`config.mk`:
```
export PLATFORM = sky130hd
export DESIGN_NAME = cartridge_bank_mapper_flat
export DESIGN_NICKNAME = d
export VERILOG_FILES = /design/src/rtl/cbm_pkg.sv /design/src/rtl/cbm_in_if.sv /design/src/rtl/cbm_out_if.sv /design/src/rtl/cbm_cfg.sv /design/src/rtl/cbm_core.sv /design/src/rtl/cartridge_bank_mapper.sv /design/src/flat_wrapper.sv
export SDC_FILE = /design/constraint.sdc
export NUM_CORES = 1
export LEC_CHECK = 0
export ABC_AREA = 1
export BUFFER_PORTS_ARGS = -buffer_cell sky130_fd_sc_hd__buf_2
export CORE_MARGIN = 5
export CORE_UTILIZATION = 44
export CTS_CLUSTER_SIZE = 40
export DETAILED_ROUTE_END_ITERATION = 12
export PLACE_DENSITY_LB_ADDON = 0.3
export SETUP_SLACK_MARGIN = 0.5
export SLEW_MARGIN = 5
export SYNTH_ARGS = -nofsm -noshare
export SYNTH_HDL_FRONTEND = slang
export SYNTH_SLANG_ARGS = --single-unit
```
`constraint.sdc`:
```
create_clock -name i_clk -period 7.23 [get_ports i_clk]
set_input_delay 0.3615 -clock i_clk [delete_from_list [all_inputs] [get_ports i_clk]]
set_output_delay 0.3615 -clock i_clk [all_outputs]
set_load 0.02 [all_outputs]
```
`src/rtl/cbm_pkg.sv`:
```
`default_nettype none
// ----------------------------------------------------------------------------
// cbm_pkg
// Shared types and codes of the cartridge bank mapper.
// ----------------------------------------------------------------------------
package cbm_pkg;

    localparam int CFG_IDX_W  = 2;
    localparam int CFG_DATA_W = 10;
    localparam int PA_W       = 23;

    // configuration register indexes
    localparam logic [CFG_IDX_W-1:0] CFG_MAPPER_TYPE    = 2'd0;
    localparam logic [CFG_IDX_W-1:0] CFG_ROM_BANK_COUNT = 2'd1;
    localparam logic [CFG_IDX_W-1:0] CFG_RAM_BANK_COUNT = 2'd2;
    localparam logic [CFG_IDX_W-1:0] CFG_RAM_PRESENT    = 2'd3;

    // mapper kinds
    localparam logic [2:0] MAP_NONE = 3'd0;
    localparam logic [2:0] MAP_MBC1 = 3'd1;
    localparam logic [2:0] MAP_MBC2 = 3'd2;
    localparam logic [2:0] MAP_MBC3 = 3'd3;
    localparam logic [2:0] MAP_MBC5 = 3'd4;

    // result targets
    localparam logic [2:0] TGT_ROM     = 3'd0;
    localparam logic [2:0] TGT_RAM     = 3'd1;
    localparam logic [2:0] TGT_CLOCK   = 3'd2;
    localparam logic [2:0] TGT_OPEN    = 3'd3;
    localparam logic [2:0] TGT_NONCART = 3'd4;

    // clock register selects
    localparam logic [7:0] SEL_SEC   = 8'd8;
    localparam logic [7:0] SEL_MIN   = 8'd9;
    localparam logic [7:0] SEL_HOUR  = 8'd10;
    localparam logic [7:0] SEL_DAYLO = 8'd11;
    localparam logic [7:0] SEL_FLAGS = 8'd12;

    localparam logic [3:0] RAM_EN_KEY = 4'hA;

    typedef struct packed {
        logic [2:0] mapper_type;
        logic [9:0] rom_bank_count;
        logic [4:0] ram_bank_count;
        logic       ram_present;
    } t_cfg;

    typedef struct packed {
        logic [8:0] rom_sel;
        logic [7:0] ram_sel;
        logic       ram_en;
        logic       mode;
        logic [7:0] sec;
        logic [7:0] min;
        logic [7:0] hour;
        logic [8:0] days;
        logic [7:0] flags;
        logic       dirty;
    } t_state;

    typedef struct packed {
        logic        kind;
        logic [15:0] bus_address;
        logic [7:0]  write_byte;
    } t_req;

    typedef struct packed {
        logic [2:0]      target;
        logic [PA_W-1:0] physical_address;
        logic [7:0]      read_byte;
        logic            ram_write_strobe;
        logic            nibble_only;
        logic            save_dirty;
    } t_rsp;

    localparam t_cfg CFG_RESET = '{
        mapper_type: MAP_NONE, rom_bank_count: 10'd2,
        ram_bank_count: 5'd0, ram_present: 1'b0
    };

    localparam t_state STATE_RESET = '{
        rom_sel: 9'd1, ram_sel: 8'd0, ram_en: 1'b0, mode: 1'b0,
        sec: 8'd0, min: 8'd0, hour: 8'd0, days: 9'd0, flags: 8'd0,
        dirty: 1'b0
    };

endpackage
`default_nettype wire

```
`src/rtl/cbm_in_if.sv`:
```
`default_nettype none
// ----------------------------------------------------------------------------
// cbm_in_if
// Bus access channel: one CPU access per word.
// ----------------------------------------------------------------------------
interface cbm_in_if;
    logic        valid;
    logic        ready;
    logic        kind;
    logic [15:0] bus_address;
    logic [7:0]  write_byte;

    modport source (output valid, kind, bus_address, write_byte, input ready);
    modport sink   (input valid, kind, bus_address, write_byte, output ready);
endinterface
`default_nettype wire

```
`src/rtl/cbm_out_if.sv`:
```
`default_nettype none
// ----------------------------------------------------------------------------
// cbm_out_if
// Decode result channel: one result per word.
// ----------------------------------------------------------------------------
interface cbm_out_if;
    logic        valid;
    logic        ready;
    logic [2:0]  target;
    logic [22:0] physical_address;
    logic [7:0]  read_byte;
    logic        ram_write_strobe;
    logic        nibble_only;
    logic        save_dirty;

    modport source (output valid, target, physical_address, read_byte,
                    ram_write_strobe, nibble_only, save_dirty, input ready);
    modport sink   (input valid, target, physical_address, read_byte,
                    ram_write_strobe, nibble_only, save_dirty, output ready);
endinterface
`default_nettype wire

```
`src/rtl/cbm_cfg.sv`:
```
`default_nettype none
// ----------------------------------------------------------------------------
// cbm_cfg
// Configuration register file, write only.
// ----------------------------------------------------------------------------
module cbm_cfg (
    input  wire logic                            i_clk,
    input  wire logic                            i_rst_n,
    input  wire logic                            i_we,
    input  wire logic [cbm_pkg::CFG_IDX_W-1:0]   i_idx,
    input  wire logic [cbm_pkg::CFG_DATA_W-1:0]  i_data,
    output cbm_pkg::t_cfg                        o_cfg
);
    import cbm_pkg::*;

    t_cfg r_cfg;
    t_cfg n_cfg;

    always_comb begin
        n_cfg = r_cfg;
        if (i_we) begin
            unique case (i_idx)
                CFG_MAPPER_TYPE:    n_cfg.mapper_type    = i_data[2:0];
                CFG_ROM_BANK_COUNT: n_cfg.rom_bank_count = i_data[9:0];
                CFG_RAM_BANK_COUNT: n_cfg.ram_bank_count = i_data[4:0];
                CFG_RAM_PRESENT:    n_cfg.ram_present    = i_data[0];
                default:            n_cfg = r_cfg;
            endcase
        end
    end

    always_ff @(posedge i_clk) begin
        if (!i_rst_n) begin
            r_cfg <= CFG_RESET;
        end else begin
            r_cfg <= n_cfg;
        end
    end

    assign o_cfg = r_cfg;

endmodule
`default_nettype wire

```
`src/rtl/cbm_core.sv`:
```
`default_nettype none
// ----------------------------------------------------------------------------
// cbm_core
// Access decode and bank register update for one bus word.
// ----------------------------------------------------------------------------
module cbm_core #(
    parameter int ROM_ADDR_BITS = 23,
    parameter int RAM_ADDR_BITS = 17
) (
    input  wire cbm_pkg::t_cfg   i_cfg,
    input  wire cbm_pkg::t_state i_state,
    input  wire cbm_pkg::t_req   i_req,
    output cbm_pkg::t_rsp        o_rsp,
    output cbm_pkg::t_state      o_state
);
    import cbm_pkg::*;

    localparam logic [PA_W-1:0] ROM_MASK = PA_W'((64'd1 << ROM_ADDR_BITS) - 64'd1);
    localparam logic [PA_W-1:0] RAM_MASK = PA_W'((64'd1 << RAM_ADDR_BITS) - 64'd1);

    function automatic logic [PA_W-1:0] rom_at(input logic [8:0] bank,
                                               input logic [15:0] a);
        return {bank, a[13:0]} & ROM_MASK;
    endfunction

    function automatic logic [PA_W-1:0] ram_at(input logic [7:0] bank,
                                               input logic [15:0] a);
        return PA_W'({bank, a[12:0]}) & RAM_MASK;
    endfunction

    function automatic logic is_clk_sel(input logic [7:0] b);
        return (b >= SEL_SEC) && (b <= SEL_FLAGS);
    endfunction

    logic [2:0]  mt;
    logic [15:0] a;
    logic [7:0]  v;
    logic        in_rom;
    logic        in_ram;
    logic        en;
    logic        ram_ok;
    logic [4:0]  b5;
    logic [6:0]  b7;
    logic [3:0]  b4;
    t_state      s;
    t_rsp        rsp;

    always_comb begin
        mt     = (i_cfg.mapper_type > MAP_MBC5) ? MAP_NONE : i_cfg.mapper_type;
        a      = i_req.bus_address;
        v      = i_req.write_byte;
        in_rom = !a[15];
        in_ram = (a[15:13] == 3'b101);
        en     = i_state.ram_en;
        ram_ok = en && i_cfg.ram_present;
        b5     = (v[4:0] == 5'd0) ? 5'd1 : v[4:0];
        b7     = (v[6:0] == 7'd0) ? 7'd1 : v[6:0];
        b4     = (v[3:0] == 4'd0) ? 4'd1 : v[3:0];
        s      = i_state;
        rsp    = '0;
        rsp.target = TGT_NONCART;

        if (!in_rom && !in_ram) begin
            rsp.target = TGT_NONCART;
        end else if (!i_req.kind) begin
            if (in_rom) begin
                rsp.target = TGT_ROM;
                if (!a[14] || mt == MAP_NONE) begin
                    rsp.physical_address = PA_W'(a) & ROM_MASK;
                end else if (mt == MAP_MBC1 && i_state.mode) begin
                    rsp.physical_address = rom_at({4'd0, i_state.rom_sel[4:0]}, a);
                end else begin
                    rsp.physical_address = rom_at(i_state.rom_sel, a);
                end
            end else begin
                rsp.target    = TGT_OPEN;
                rsp.read_byte = 8'hFF;
                unique case (mt)
                    MAP_MBC1: begin
                        if (ram_ok) begin
                            rsp.target    = TGT_RAM;
                            rsp.read_byte = 8'd0;
                            rsp.physical_address = ram_at(
                                i_state.mode ? i_state.ram_sel : 8'd0, a);
                        end
                    end
                    MAP_MBC2: begin
                        if (a[12:9] != 4'd0) begin
                            rsp.read_byte = 8'd0;
                        end else if (en) begin
                            rsp.target           = TGT_RAM;
                            rsp.read_byte        = 8'd0;
                            rsp.nibble_only      = 1'b1;
                            rsp.physical_address = PA_W'(a[12:0]) & RAM_MASK;
                        end
                    end
                    MAP_MBC3: begin
                        if (en && is_clk_sel(i_state.ram_sel)) begin
                            rsp.target = TGT_CLOCK;
                            unique case (i_state.ram_sel)
                                SEL_SEC:   rsp.read_byte = i_state.sec;
                                SEL_MIN:   rsp.read_byte = i_state.min;
                                SEL_HOUR:  rsp.read_byte = i_state.hour;
                                SEL_DAYLO: rsp.read_byte = i_state.days[7:0];
                                default:   rsp.read_byte =
                                    i_state.flags | {7'd0, i_state.days[8]};
                            endcase
                        end else if (ram_ok && i_state.ram_sel <= 8'd3) begin
                            rsp.target    = TGT_RAM;
                            rsp.read_byte = 8'd0;
                            rsp.physical_address = ram_at(i_state.ram_sel, a);
                        end
                    end
                    MAP_MBC5: begin
                        if (ram_ok) begin
                            rsp.target    = TGT_RAM;
                            rsp.read_byte = 8'd0;
                            rsp.physical_address = ram_at(i_state.ram_sel, a);
                        end
                    end
                    default: rsp.read_byte = 8'd0;
                endcase
            end
        end else begin
            rsp.target = TGT_OPEN;
            if (in_rom) begin
                // control writes, a[14:13] picks the register window
                unique case (mt)
                    MAP_MBC1: begin
                        unique case (a[14:13])
                            2'd0: s.ram_en = (v[3:0] == RAM_EN_KEY);
                            2'd1: s.rom_sel = {i_state.rom_sel[8:5], b5};
                            2'd2: begin
                                if (i_state.mode) begin
                                    s.ram_sel = {6'd0, v[1:0]};
                                end else begin
                                    s.rom_sel = {i_state.rom_sel[8:7], v[1:0],
                                                 i_state.rom_sel[4:0]};
                                end
                            end
                            default: s.mode = v[0];
                        endcase
                    end
                    MAP_MBC2: begin
                        if (a[14:13] == 2'd0 && !a[8]) begin
                            s.ram_en = (v[3:0] == RAM_EN_KEY);
                        end else if (a[14:13] == 2'd1 && a[8]) begin
                            s.rom_sel = {5'd0, b4};
                        end
                    end
                    MAP_MBC3: begin
                        unique case (a[14:13])
                            2'd0:    s.ram_en = (v[3:0] == RAM_EN_KEY);
                            2'd1:    s.rom_sel = {2'd0, b7};
                            2'd2:    s.ram_sel = v;
                            default: s.ram_en = i_state.ram_en; // latch not modeled
                        endcase
                    end
                    MAP_MBC5: begin
                        unique case (a[14:13])
                            2'd0: s.ram_en = (v[3:0] == RAM_EN_KEY);
                            2'd1: begin
                                if (!a[12]) begin
                                    s.rom_sel = {i_state.rom_sel[8], v};
                                end else begin
                                    s.rom_sel = {v[0], i_state.rom_sel[7:0]};
                                end
                            end
                            2'd2:    s.ram_sel = {4'd0, v[3:0]};
                            default: s.ram_en = i_state.ram_en;
                        endcase
                    end
                    default: s = i_state;
                endcase
            end else if (en) begin
                unique case (mt)
                    MAP_MBC1: begin
                        if (i_cfg.ram_present) begin
                            rsp.target           = TGT_RAM;
                            rsp.ram_write_strobe = 1'b1;
                            rsp.physical_address = ram_at(
                                i_state.mode ? i_state.ram_sel : 8'd0, a);
                        end
                    end
                    MAP_MBC2: begin
                        if (a[12:9] == 4'd0) begin
                            rsp.target           = TGT_RAM;
                            rsp.ram_write_strobe = 1'b1;
                            rsp.nibble_only      = 1'b1;
                            rsp.physical_address = PA_W'(a[12:0]) & RAM_MASK;
                        end
                    end
                    MAP_MBC3: begin
                        if (is_clk_sel(i_state.ram_sel)) begin
                            rsp.target = TGT_CLOCK;
                            unique case (i_state.ram_sel)
                                SEL_SEC:   s.sec  = v;
                                SEL_MIN:   s.min  = v;
                                SEL_HOUR:  s.hour = v;
                                SEL_DAYLO: s.days = {i_state.days[8], v};
                                default: begin
                                    s.flags = v;
                                    s.days  = {v[0], i_state.days[7:0]};
                                end
                            endcase
                        end else if (i_cfg.ram_present && i_state.ram_sel <= 8'd3) begin
                            rsp.target           = TGT_RAM;
                            rsp.ram_write_strobe = 1'b1;
                            rsp.physical_address = ram_at(i_state.ram_sel, a);
                        end
                    end
                    MAP_MBC5: begin
                        if (i_cfg.ram_present) begin
                            rsp.target           = TGT_RAM;
                            rsp.ram_write_strobe = 1'b1;
                            rsp.physical_address = ram_at(i_state.ram_sel, a);
                        end
                    end
                    default: rsp.target = TGT_OPEN;
                endcase
            end

            if (rsp.ram_write_strobe) begin
                s.dirty = 1'b1;
            end
            // bank numbers past the fitted banks fall back to the old value
            if ({1'b0, s.rom_sel} >= i_cfg.rom_bank_count) begin
                s.rom_sel = i_state.rom_sel;
            end
            if (s.ram_sel >= {3'd0, i_cfg.ram_bank_count} &&
                !(mt == MAP_MBC3 && is_clk_sel(s.ram_sel))) begin
                s.ram_sel = i_state.ram_sel;
            end
        end

        rsp.save_dirty = s.dirty;
        o_rsp   = rsp;
        o_state = s;
    end

endmodule
`default_nettype wire

```
`src/rtl/cartridge_bank_mapper.sv`:
```
`default_nettype none
// ----------------------------------------------------------------------------
// cartridge_bank_mapper
// Cartridge memory bank controller: decodes CPU bus words to ROM, RAM,
// clock, open bus or non-cartridge space and keeps the bank registers.
// ----------------------------------------------------------------------------
// Pipeline: an accepted word passes the input register, then the result
//   register, with one decode pass between the two registers.
// Throughput: 1 word per cycle while the result stage is not stalled.
// Reset: synchronous, active low; clears both pipeline stages, the bank and
//   clock registers and the configuration registers to their defaults.
// ----------------------------------------------------------------------------
module cartridge_bank_mapper #(
    parameter int ROM_ADDR_BITS = 23,   // 15..23
    parameter int RAM_ADDR_BITS = 17    // 9..17
) (
    input  wire logic                           i_clk,
    input  wire logic                           i_rst_n,
    // configuration write port
    input  wire logic                           i_cfg_we,
    input  wire logic [cbm_pkg::CFG_IDX_W-1:0]  i_cfg_idx,
    input  wire logic [cbm_pkg::CFG_DATA_W-1:0] i_cfg_data,
    // bus access words in, decode results out
    cbm_in_if.sink                              i_req,
    cbm_out_if.source                           o_rsp
);
    import cbm_pkg::*;

    // input stage
    logic   r_in_vld;
    t_req   r_in;
    // result stage
    logic   r_out_vld;
    t_rsp   r_out;
    // mapper state, updated when a word leaves the input stage
    t_state r_state;

    t_cfg   cfg;
    t_rsp   core_rsp;
    t_state n_state;
    logic   advance;
    logic   in_take;

    cbm_cfg u_cfg (
        .i_clk   (i_clk),
        .i_rst_n (i_rst_n),
        .i_we    (i_cfg_we),
        .i_idx   (i_cfg_idx),
        .i_data  (i_cfg_data),
        .o_cfg   (cfg)
    );

    cbm_core #(
        .ROM_ADDR_BITS (ROM_ADDR_BITS),
        .RAM_ADDR_BITS (RAM_ADDR_BITS)
    ) u_core (
        .i_cfg   (cfg),
        .i_state (r_state),
        .i_req   (r_in),
        .o_rsp   (core_rsp),
        .o_state (n_state)
    );

    // A word moves to the result stage when that stage is empty or drains
    // this cycle; the input stage refills in the same cycle.
    assign advance     = r_in_vld && (!r_out_vld || o_rsp.ready);
    assign i_req.ready = !r_in_vld || advance;
    assign in_take     = i_req.valid && i_req.ready;

    always_ff @(posedge i_clk) begin
        if (!i_rst_n) begin
            r_in_vld  <= 1'b0;
            r_out_vld <= 1'b0;
            r_state   <= STATE_RESET;
        end else begin
            if (in_take) begin
                r_in_vld <= 1'b1;
            end else if (advance) begin
                r_in_vld <= 1'b0;
            end

            if (advance) begin
                r_out_vld <= 1'b1;
                r_state   <= n_state;
            end else if (o_rsp.ready) begin
                r_out_vld <= 1'b0;
            end
        end
    end

    // payload registers, no reset
    always_ff @(posedge i_clk) begin
        if (in_take) begin
            r_in.kind        <= i_req.kind;
            r_in.bus_address <= i_req.bus_address;
            r_in.write_byte  <= i_req.write_byte;
        end
        if (advance) begin
            r_out <= core_rsp;
        end
    end

    assign o_rsp.valid            = r_out_vld;
    assign o_rsp.target           = r_out.target;
    assign o_rsp.physical_address = r_out.physical_address;
    assign o_rsp.read_byte        = r_out.read_byte;
    assign o_rsp.ram_write_strobe = r_out.ram_write_strobe;
    assign o_rsp.nibble_only      = r_out.nibble_only;
    assign o_rsp.save_dirty       = r_out.save_dirty;

endmodule
`default_nettype wire
```
`src/flat_wrapper.sv`:
```
// flat-port wrapper written by rule: the top's interface ports become plain ports
module cartridge_bank_mapper_flat import cbm_pkg::*;
#(
    parameter int ROM_ADDR_BITS = 23,            
    parameter int RAM_ADDR_BITS = 17            
)
  (i_clk, i_rst_n, i_cfg_we, i_cfg_idx, i_cfg_data, i_req_valid, i_req_kind, i_req_bus_address, i_req_write_byte, i_req_ready, o_rsp_valid, o_rsp_target, o_rsp_physical_address, o_rsp_read_byte, o_rsp_ram_write_strobe, o_rsp_nibble_only, o_rsp_save_dirty, o_rsp_ready);
  cbm_in_if i_req_i ();
  cbm_out_if o_rsp_i ();
  input  wire logic i_clk;
  input  wire logic i_rst_n;
  input  wire logic i_cfg_we;
  input  wire logic [cbm_pkg::CFG_IDX_W-1:0] i_cfg_idx;
  input  wire logic [cbm_pkg::CFG_DATA_W-1:0] i_cfg_data;
  input wire logic [$bits(i_req_i.valid)-1:0] i_req_valid;
  input wire logic [$bits(i_req_i.kind)-1:0] i_req_kind;
  input wire logic [$bits(i_req_i.bus_address)-1:0] i_req_bus_address;
  input wire logic [$bits(i_req_i.write_byte)-1:0] i_req_write_byte;
  output wire logic [$bits(i_req_i.ready)-1:0] i_req_ready;
  output wire logic [$bits(o_rsp_i.valid)-1:0] o_rsp_valid;
  output wire logic [$bits(o_rsp_i.target)-1:0] o_rsp_target;
  output wire logic [$bits(o_rsp_i.physical_address)-1:0] o_rsp_physical_address;
  output wire logic [$bits(o_rsp_i.read_byte)-1:0] o_rsp_read_byte;
  output wire logic [$bits(o_rsp_i.ram_write_strobe)-1:0] o_rsp_ram_write_strobe;
  output wire logic [$bits(o_rsp_i.nibble_only)-1:0] o_rsp_nibble_only;
  output wire logic [$bits(o_rsp_i.save_dirty)-1:0] o_rsp_save_dirty;
  input wire logic [$bits(o_rsp_i.ready)-1:0] o_rsp_ready;
  assign i_req_i.valid = i_req_valid;
  assign i_req_i.kind = i_req_kind;
  assign i_req_i.bus_address = i_req_bus_address;
  assign i_req_i.write_byte = i_req_write_byte;
  assign i_req_ready = i_req_i.ready;
  assign o_rsp_valid = o_rsp_i.valid;
  assign o_rsp_target = o_rsp_i.target;
  assign o_rsp_physical_address = o_rsp_i.physical_address;
  assign o_rsp_read_byte = o_rsp_i.read_byte;
  assign o_rsp_ram_write_strobe = o_rsp_i.ram_write_strobe;
  assign o_rsp_nibble_only = o_rsp_i.nibble_only;
  assign o_rsp_save_dirty = o_rsp_i.save_dirty;
  assign o_rsp_i.ready = o_rsp_ready;
  cartridge_bank_mapper #(.ROM_ADDR_BITS(ROM_ADDR_BITS), .RAM_ADDR_BITS(RAM_ADDR_BITS)) u_core (.i_clk(i_clk), .i_rst_n(i_rst_n), .i_cfg_we(i_cfg_we), .i_cfg_idx(i_cfg_idx), .i_cfg_data(i_cfg_data), .i_req(i_req_i), .o_rsp(o_rsp_i));
endmodule
```
# Word-level counts from Yosys, hierarchy flattened
# Index checks and enable logic that the tools add are counted.
# totals
wordCells	193
output_inout_bits	39
inputBits	42
register_bits	144
# op_classes
bitwise_logic	9
n_eq_ne	21
magnitude_cmp	8
muxes	75
n_reduce_logical	54
# ops
operator	n
2-to-1 mux 33 bit	4
2-to-1 mux 25 bit	5
2-to-1 mux 26 bit	4
case mux 25 bit (4 select lines)	1
2-to-1 mux 23 bit	4
case mux 23 bit (4 select lines)	1
case mux 8 bit (4 select lines)	2
2-to-1 mux 19 bit	3
2-to-1 mux 8 bit	6
2-to-1 mux 9 bit	5
case mux 9 bit (4 select lines)	1
== test 8 x 4 -> 1 bit (second input constant)	4
AND reduction 8 bit	4
case mux 8 bit (3 select lines)	1
2-to-1 mux 1 bit	20
case mux 9 bit (2 select lines)	1
AND reduction 9 bit	2
>= comparator 8 x 4 -> 1 bit (second input constant)	2
<= comparator 8 x 4 -> 1 bit (second input constant)	2
logical AND 1 bit	14
2-to-1 mux 2 bit	7
2-to-1 mux 7 bit	2
case mux 7 bit (2 select lines)	1
!= test 4 bit (second input constant)	3
other kinds (35)	68

# Depth between registers and ports, before layout
# depth
depth_word	15
depth_mapped	21
mapped_depth_nobuf	20

# By module
# Synthesis repeated with hierarchy kept, for this count alone.
# unflattened
cells_unflattened	1289
hier_area_um2	8804.7
# by_module_without_submodules
module	n_inst	cells_each	seq_area_each_um2	area_per_inst_um2
cartridge_bank_mapper	1	473	3123.0	4659.5
cbm_core	1	694	0.0	3329.4
cbm_cfg	1	122	380.4	815.8

# Worst setup path before layout
# No wires, ideal clock.
# synth_timing
kind	register to register
start	register u_core.r_out_vld (netlist: u_core.o_rsp.valid)
end	register u_core.r_state[14] (netlist bit)
n_path_buf	1
required_time_ns	7.160
stages_incl_launch_ff	9
period_less_slack_ns	3.524
arrival_time_ns	3.455
setup_slack_ns	3.706
setup_ns	0.070
cell_sequence	dfxtp_1 -> a21oi_1 -> nand2_1 -> inv_1 -> nand3_2 -> nor2_2 -> buf_2 -> o21ai_0 -> a21oi_1
# synth_between
elab_chain_len	4
# synth_rtl
item	line	text
start, declared	cartridge_bank_mapper.sv:33	logic r_out_vld;
start signal, assigned	cartridge_bank_mapper.sv:73	r_out_vld <= 1'b0;
start signal, assigned	cartridge_bank_mapper.sv:83	r_out_vld <= 1'b1;
start signal, assigned	cartridge_bank_mapper.sv:86	r_out_vld <= 1'b0;
logical NOT 1 bit	cartridge_bank_mapper.sv:66	assign advance = r_in_vld && (!r_out_vld || o_rsp.ready);
logical OR 1 bit	cartridge_bank_mapper.sv:66	
logical AND 1 bit	cartridge_bank_mapper.sv:66	
via u_core.advance	cartridge_bank_mapper.sv:41	logic advance;
AND reduction 9 bit (no line)	n/a	
end signal, assigned	cartridge_bank_mapper.sv:84	r_state <= n_state;
end, declared	cartridge_bank_mapper.sv:36	t_state r_state;
# The timed path passes the listed nets, and every way through them passes these cells.
# A chain may end at the register's enable or synchronous reset.

# Final worst setup path
# layout_timing
start	register u_core.r_in[22] (netlist bit)
end	register u_core.r_state[53] (netlist bit)
# layout_between
elab_chain_len	11
elab_cells_between_ends	21
classes_between	order compare: 1; eq/ne: 3; mux: 9; bitwise: 2; reduce/logical: 6
# layout_rtl
item	line	text
start, declared	cartridge_bank_mapper.sv:31	t_req r_in;
== test 2 x 1 -> 1 bit	n/a	
logical AND 1 bit	cbm_core.sv:147	end else if (a[14:13] == 2'd1 && a[8]) begin
2-to-1 mux 9 bit	cbm_core.sv:147	
2-to-1 mux 9 bit	cbm_core.sv:145	if (a[14:13] == 2'd0 && !a[8]) begin
case mux 9 bit (4 select lines)	cbm_core.sv:128	unique case (mt)
2-to-1 mux 19 bit	cbm_core.sv:126	if (in_rom) begin
2-to-1 mux 19 bit	cbm_core.sv:65	end else if (!i_req.kind) begin
2-to-1 mux 19 bit	cbm_core.sv:63	if (!in_rom && !in_ram) begin
>= comparator 9 x 10 -> 1 bit	cbm_core.sv:227	if ({1'b0, s.rom_sel} >= i_cfg.rom_bank_count) begin
inverter 1 bit (no line)	n/a	
AND reduction 4 bit (no line)	n/a	
# Parallel ways exist; a longest one is shown, timed or not. The select of a mux whose other input is x is not followed.

==> reports/qor.txt <==
VDD IR max: 0.000155 V
Commonest non-fill, non-tap cell in the layout: nand2_1
DP HPWL: 12.1 mm
Final Wtd Congestion: 0.931
Worst Clk Skew: 0.00819 ns
Synth Register Bits: 144
Cts hold-fix bufs: 0
Maximum number of pins on one net before global-route repair: 73
Multi-input gate area: 2840 µm²
Root Buffer: clkbuf_16
Clk pin slew, worst setup/hold paths: 0.06 ns
Main flop type after synthesis: dfxtp_1
Crit path launch: u_core.r_in[22]$_DFFE_PP_
Ant. Diodes: 0
Final Critical Period: 4.01 ns
R2r endpoint: u_core.r_state[53]$_SDFFE_PN0P_
EDFF count, synth: 62
Total CTS buffers: 17
Total track usage: 19.3%
Unique cell type count in the Yosys netlist: 36
Most frequent cells in the layout: 133 x nand2_1, 107 x a21oi_1, 87 x o21ai_0, 82 x dfxtp_1
Fin. Hold Viols: 0
LEAKAGE: 3.11 nW
Max Slew Vio Count: 0
WP data arrival: 4.37 ns
# DRC: 0
1st-iter DRT viols: 514
Internal Power: 1.45 mW
Kind of critical path: flop to flop
Class of the tightest hold or removal check: primary input to flop
Fillers: 1431
# Post-CTS Setup Buffers: 0
Io pins: 81
Nets: 958
NetSw: 0.465 mW
Die ar.: 18100 µm²
Final Setup Violations: 0
CTS Buffer Depth: 2
Input/output buffers: 80
Achievable Freq: 0.249 GHz
Post-Syn Area per Cell: 8.27 µm²
Worst Hold Path Cells: 1
Worst reg2reg path depth: 19
Switching part of the total power: 24.2%
Wire length per cell: 15.5 µm
First-pass GRT wire length: 28.0 mm
Initial core utilization: 44.9%
Ys Warns: 0
Die Ht: 135 µm
Worst Path Required: 7.59 ns
H-Tree Depth: 4
Worst slew pin tran: 1.05 ns
Reg power frac: 46.6%
Post-CTS sizing: 0
Layout area overhead: 16.3%
Max-slew headroom: 29.4%
Logic pwr share: 9.3%
Mapped Nets: 884
Clock power frac: 44.1%
# clock sinks: 144
Seq/Total Area, Yosys: 51.3%
Setup TNS: 0 ns
RSZ-0062 raised after global routing: false
Vias in the first global route: 5463
Final WL: 17.0 mm
Period utilisation layout: 55.4%
Worst R2R Setup Slack: 3.22 ns
DR vias: 5869
FF-to-FF Start: u_core.r_in[22]$_DFFE_PP_
WHS: 0.108 ns
Post-Syn Instances: 825
Cell Pwr Density: 242 nW/µm²
Largest area contributor in the synthesized netlist: edfxtp_1
Post-synth top area share: 27.3%
Critical Path Start Type: flop
Cell Rows: 45
Total grt overflow: 0
Max Cap Viol: 0
Sequential Area: 3500 µm²
Drt pass-1 iters: 6
Power consumption: 1.92 mW
Crit. End Element: flop
Number of antenna violations at the first check in global routing: 0
Largest cells by area after synthesis: edfxtp_1 27%, dfxtp_1 24%, a21oi_1 7.9%
Mapped Area: 6820 µm²
CTS tree: done
Outcome: finished, final reports clean
Core ar.: 15200 µm²
Layout cell share with drive strength beyond 1: 15.7%
Antenna Nets Post-Route: 0
Worst-Skew Late Latency: 0.42 ns
Vias per cell: 5.34
Post-synth ARST share: 0%
CP endpoint: u_core.r_state[53]$_SDFFE_PN0P_
Die width: 135 µm
Critical path peak fanout: 15
how the worst min path moves through the flow:
stage	start	to
floorplan	u_core.r_state[50]$_SDFFE_PN0P_	u_core.r_state[50]$_SDFFE_PN0P_
global placement	u_core.r_state[50]$_SDFFE_PN0P_	u_core.r_state[50]$_SDFFE_PN0P_
detailed placement	u_core.r_state[51]$_SDFFE_PN0P_	u_core.r_state[51]$_SDFFE_PN0P_
CTS	i_req_bus_address[4]	u_core.r_in[12]$_DFFE_PP_
global route	i_req_bus_address[4]	u_core.r_in[12]$_DFFE_PP_
finish	i_req_bus_address[5]	u_core.r_in[13]$_DFFE_PP_
cell type report:
type                    count  share of cell area [%]
clock buffers              21                    5.80
multi-input cells         559                    35.8
clock inverters            11                    1.45
inverters                  93                    4.40
flip-flops and latches    144                    44.2
well taps                 188                    2.96
repair buffers             84                    5.42
routing by layer:
layer | vias to the layer above | share of wire (%) | track usage (%)
li1 | 2971 | - | -
met1 | 2650 | 48 | 28.1
met2 | 211 | 42 | 28.1
met3 | 37 | 7.1 | 4.43
met4 | 0 | 2.3 | 7.35
met5 | - | 0 | 0
cell usage after synthesis (8+ instances only):
| cell | count |
|---|---|
| a21oi_1 | 108 |
| buf_2 | 10 |
| clkbuf_1 | 15 |
| dfxtp_1 | 82 |
| edfxtp_1 | 62 |
| ha_1 | 17 |
| inv_1 | 80 |
| inv_2 | 8 |
| nand2_1 | 133 |
| nand3_1 | 37 |
| nand4_1 | 8 |
| nor2_1 | 78 |
| nor3_1 | 13 |
| nor3b_1 | 13 |
| o21ai_0 | 87 |
| o21ai_1 | 17 |
per-stage QoR:
step | setup slack (ns) | instances | util [%] | cell area (µm²)
2_1_floorplan | 3.71 | 825 | - | 6820
3_3_place_gp | 3.52 | 1068 | 48.4 | 7360
3_5_place_dp | 3.36 | 1068 | 48.4 | 7360
4_1_cts | 3.32 | 1100 | 52.2 | 7940
5_1_grt | 2.68 | 1100 | 52.2 | 7940
6_report | 3.22 | 1100 | 52.2 | 7940
flip-flops by register name (all words and copies together) (netlist names):
name,cells
u_core.o_rsp.ram_write_strobe,1
u_core.o_rsp.nibble_only,1
u_core.r_state,61
u_core.u_cfg.o_cfg,19
u_core.o_rsp.save_dirty,1
u_core.o_rsp.physical_address,23
u_core.r_in_vld,1
u_core.o_rsp.target,3
u_core.o_rsp.read_byte,8
u_core.r_in,25
u_core.o_rsp.valid,1
power groups by stage:
stage          Clock (mW)  Sequential (mW)  Combinational (mW)
2_1_floorplan           0            0.915               0.116
3_3_place_gp            0            0.910               0.176
6_report            0.846            0.894               0.179
4_1_cts             0.857            0.893               0.178
3_5_place_dp            0            0.910               0.177
5_1_grt             0.896            0.896               0.202
critical path, stage by stage (launching register included):
cell	delay, ns
edfxtp_1	0.42
inv_1	0.12
ha_1	0.41
clkinv_1	0.33
nor2_1	0.42
o21ai_0	0.22
nor3_1	0.18
nand2_1	0.11
nand2_1	0.09
nand2_1	0.07
ha_1	0.31
a21oi_1	0.15
o21ai_0	0.09
nand2_1	0.06
nand4_1	0.09
nor2_1	0.14
nand2_1	0.28
inv_1	0.21
o21ai_0	0.09
nor2_1	0.13
cell families after synthesis:
family / after synthesis / synth area share (%)
fa+ha+maj: 17 / 3.12
flops: 144 / 51.3
simple gates: 304 / 19.9
compound gates: 238 / 18.5
buf+inv: 122 / 7.17
No activity file was read; power rests on OpenSTA's default activity.
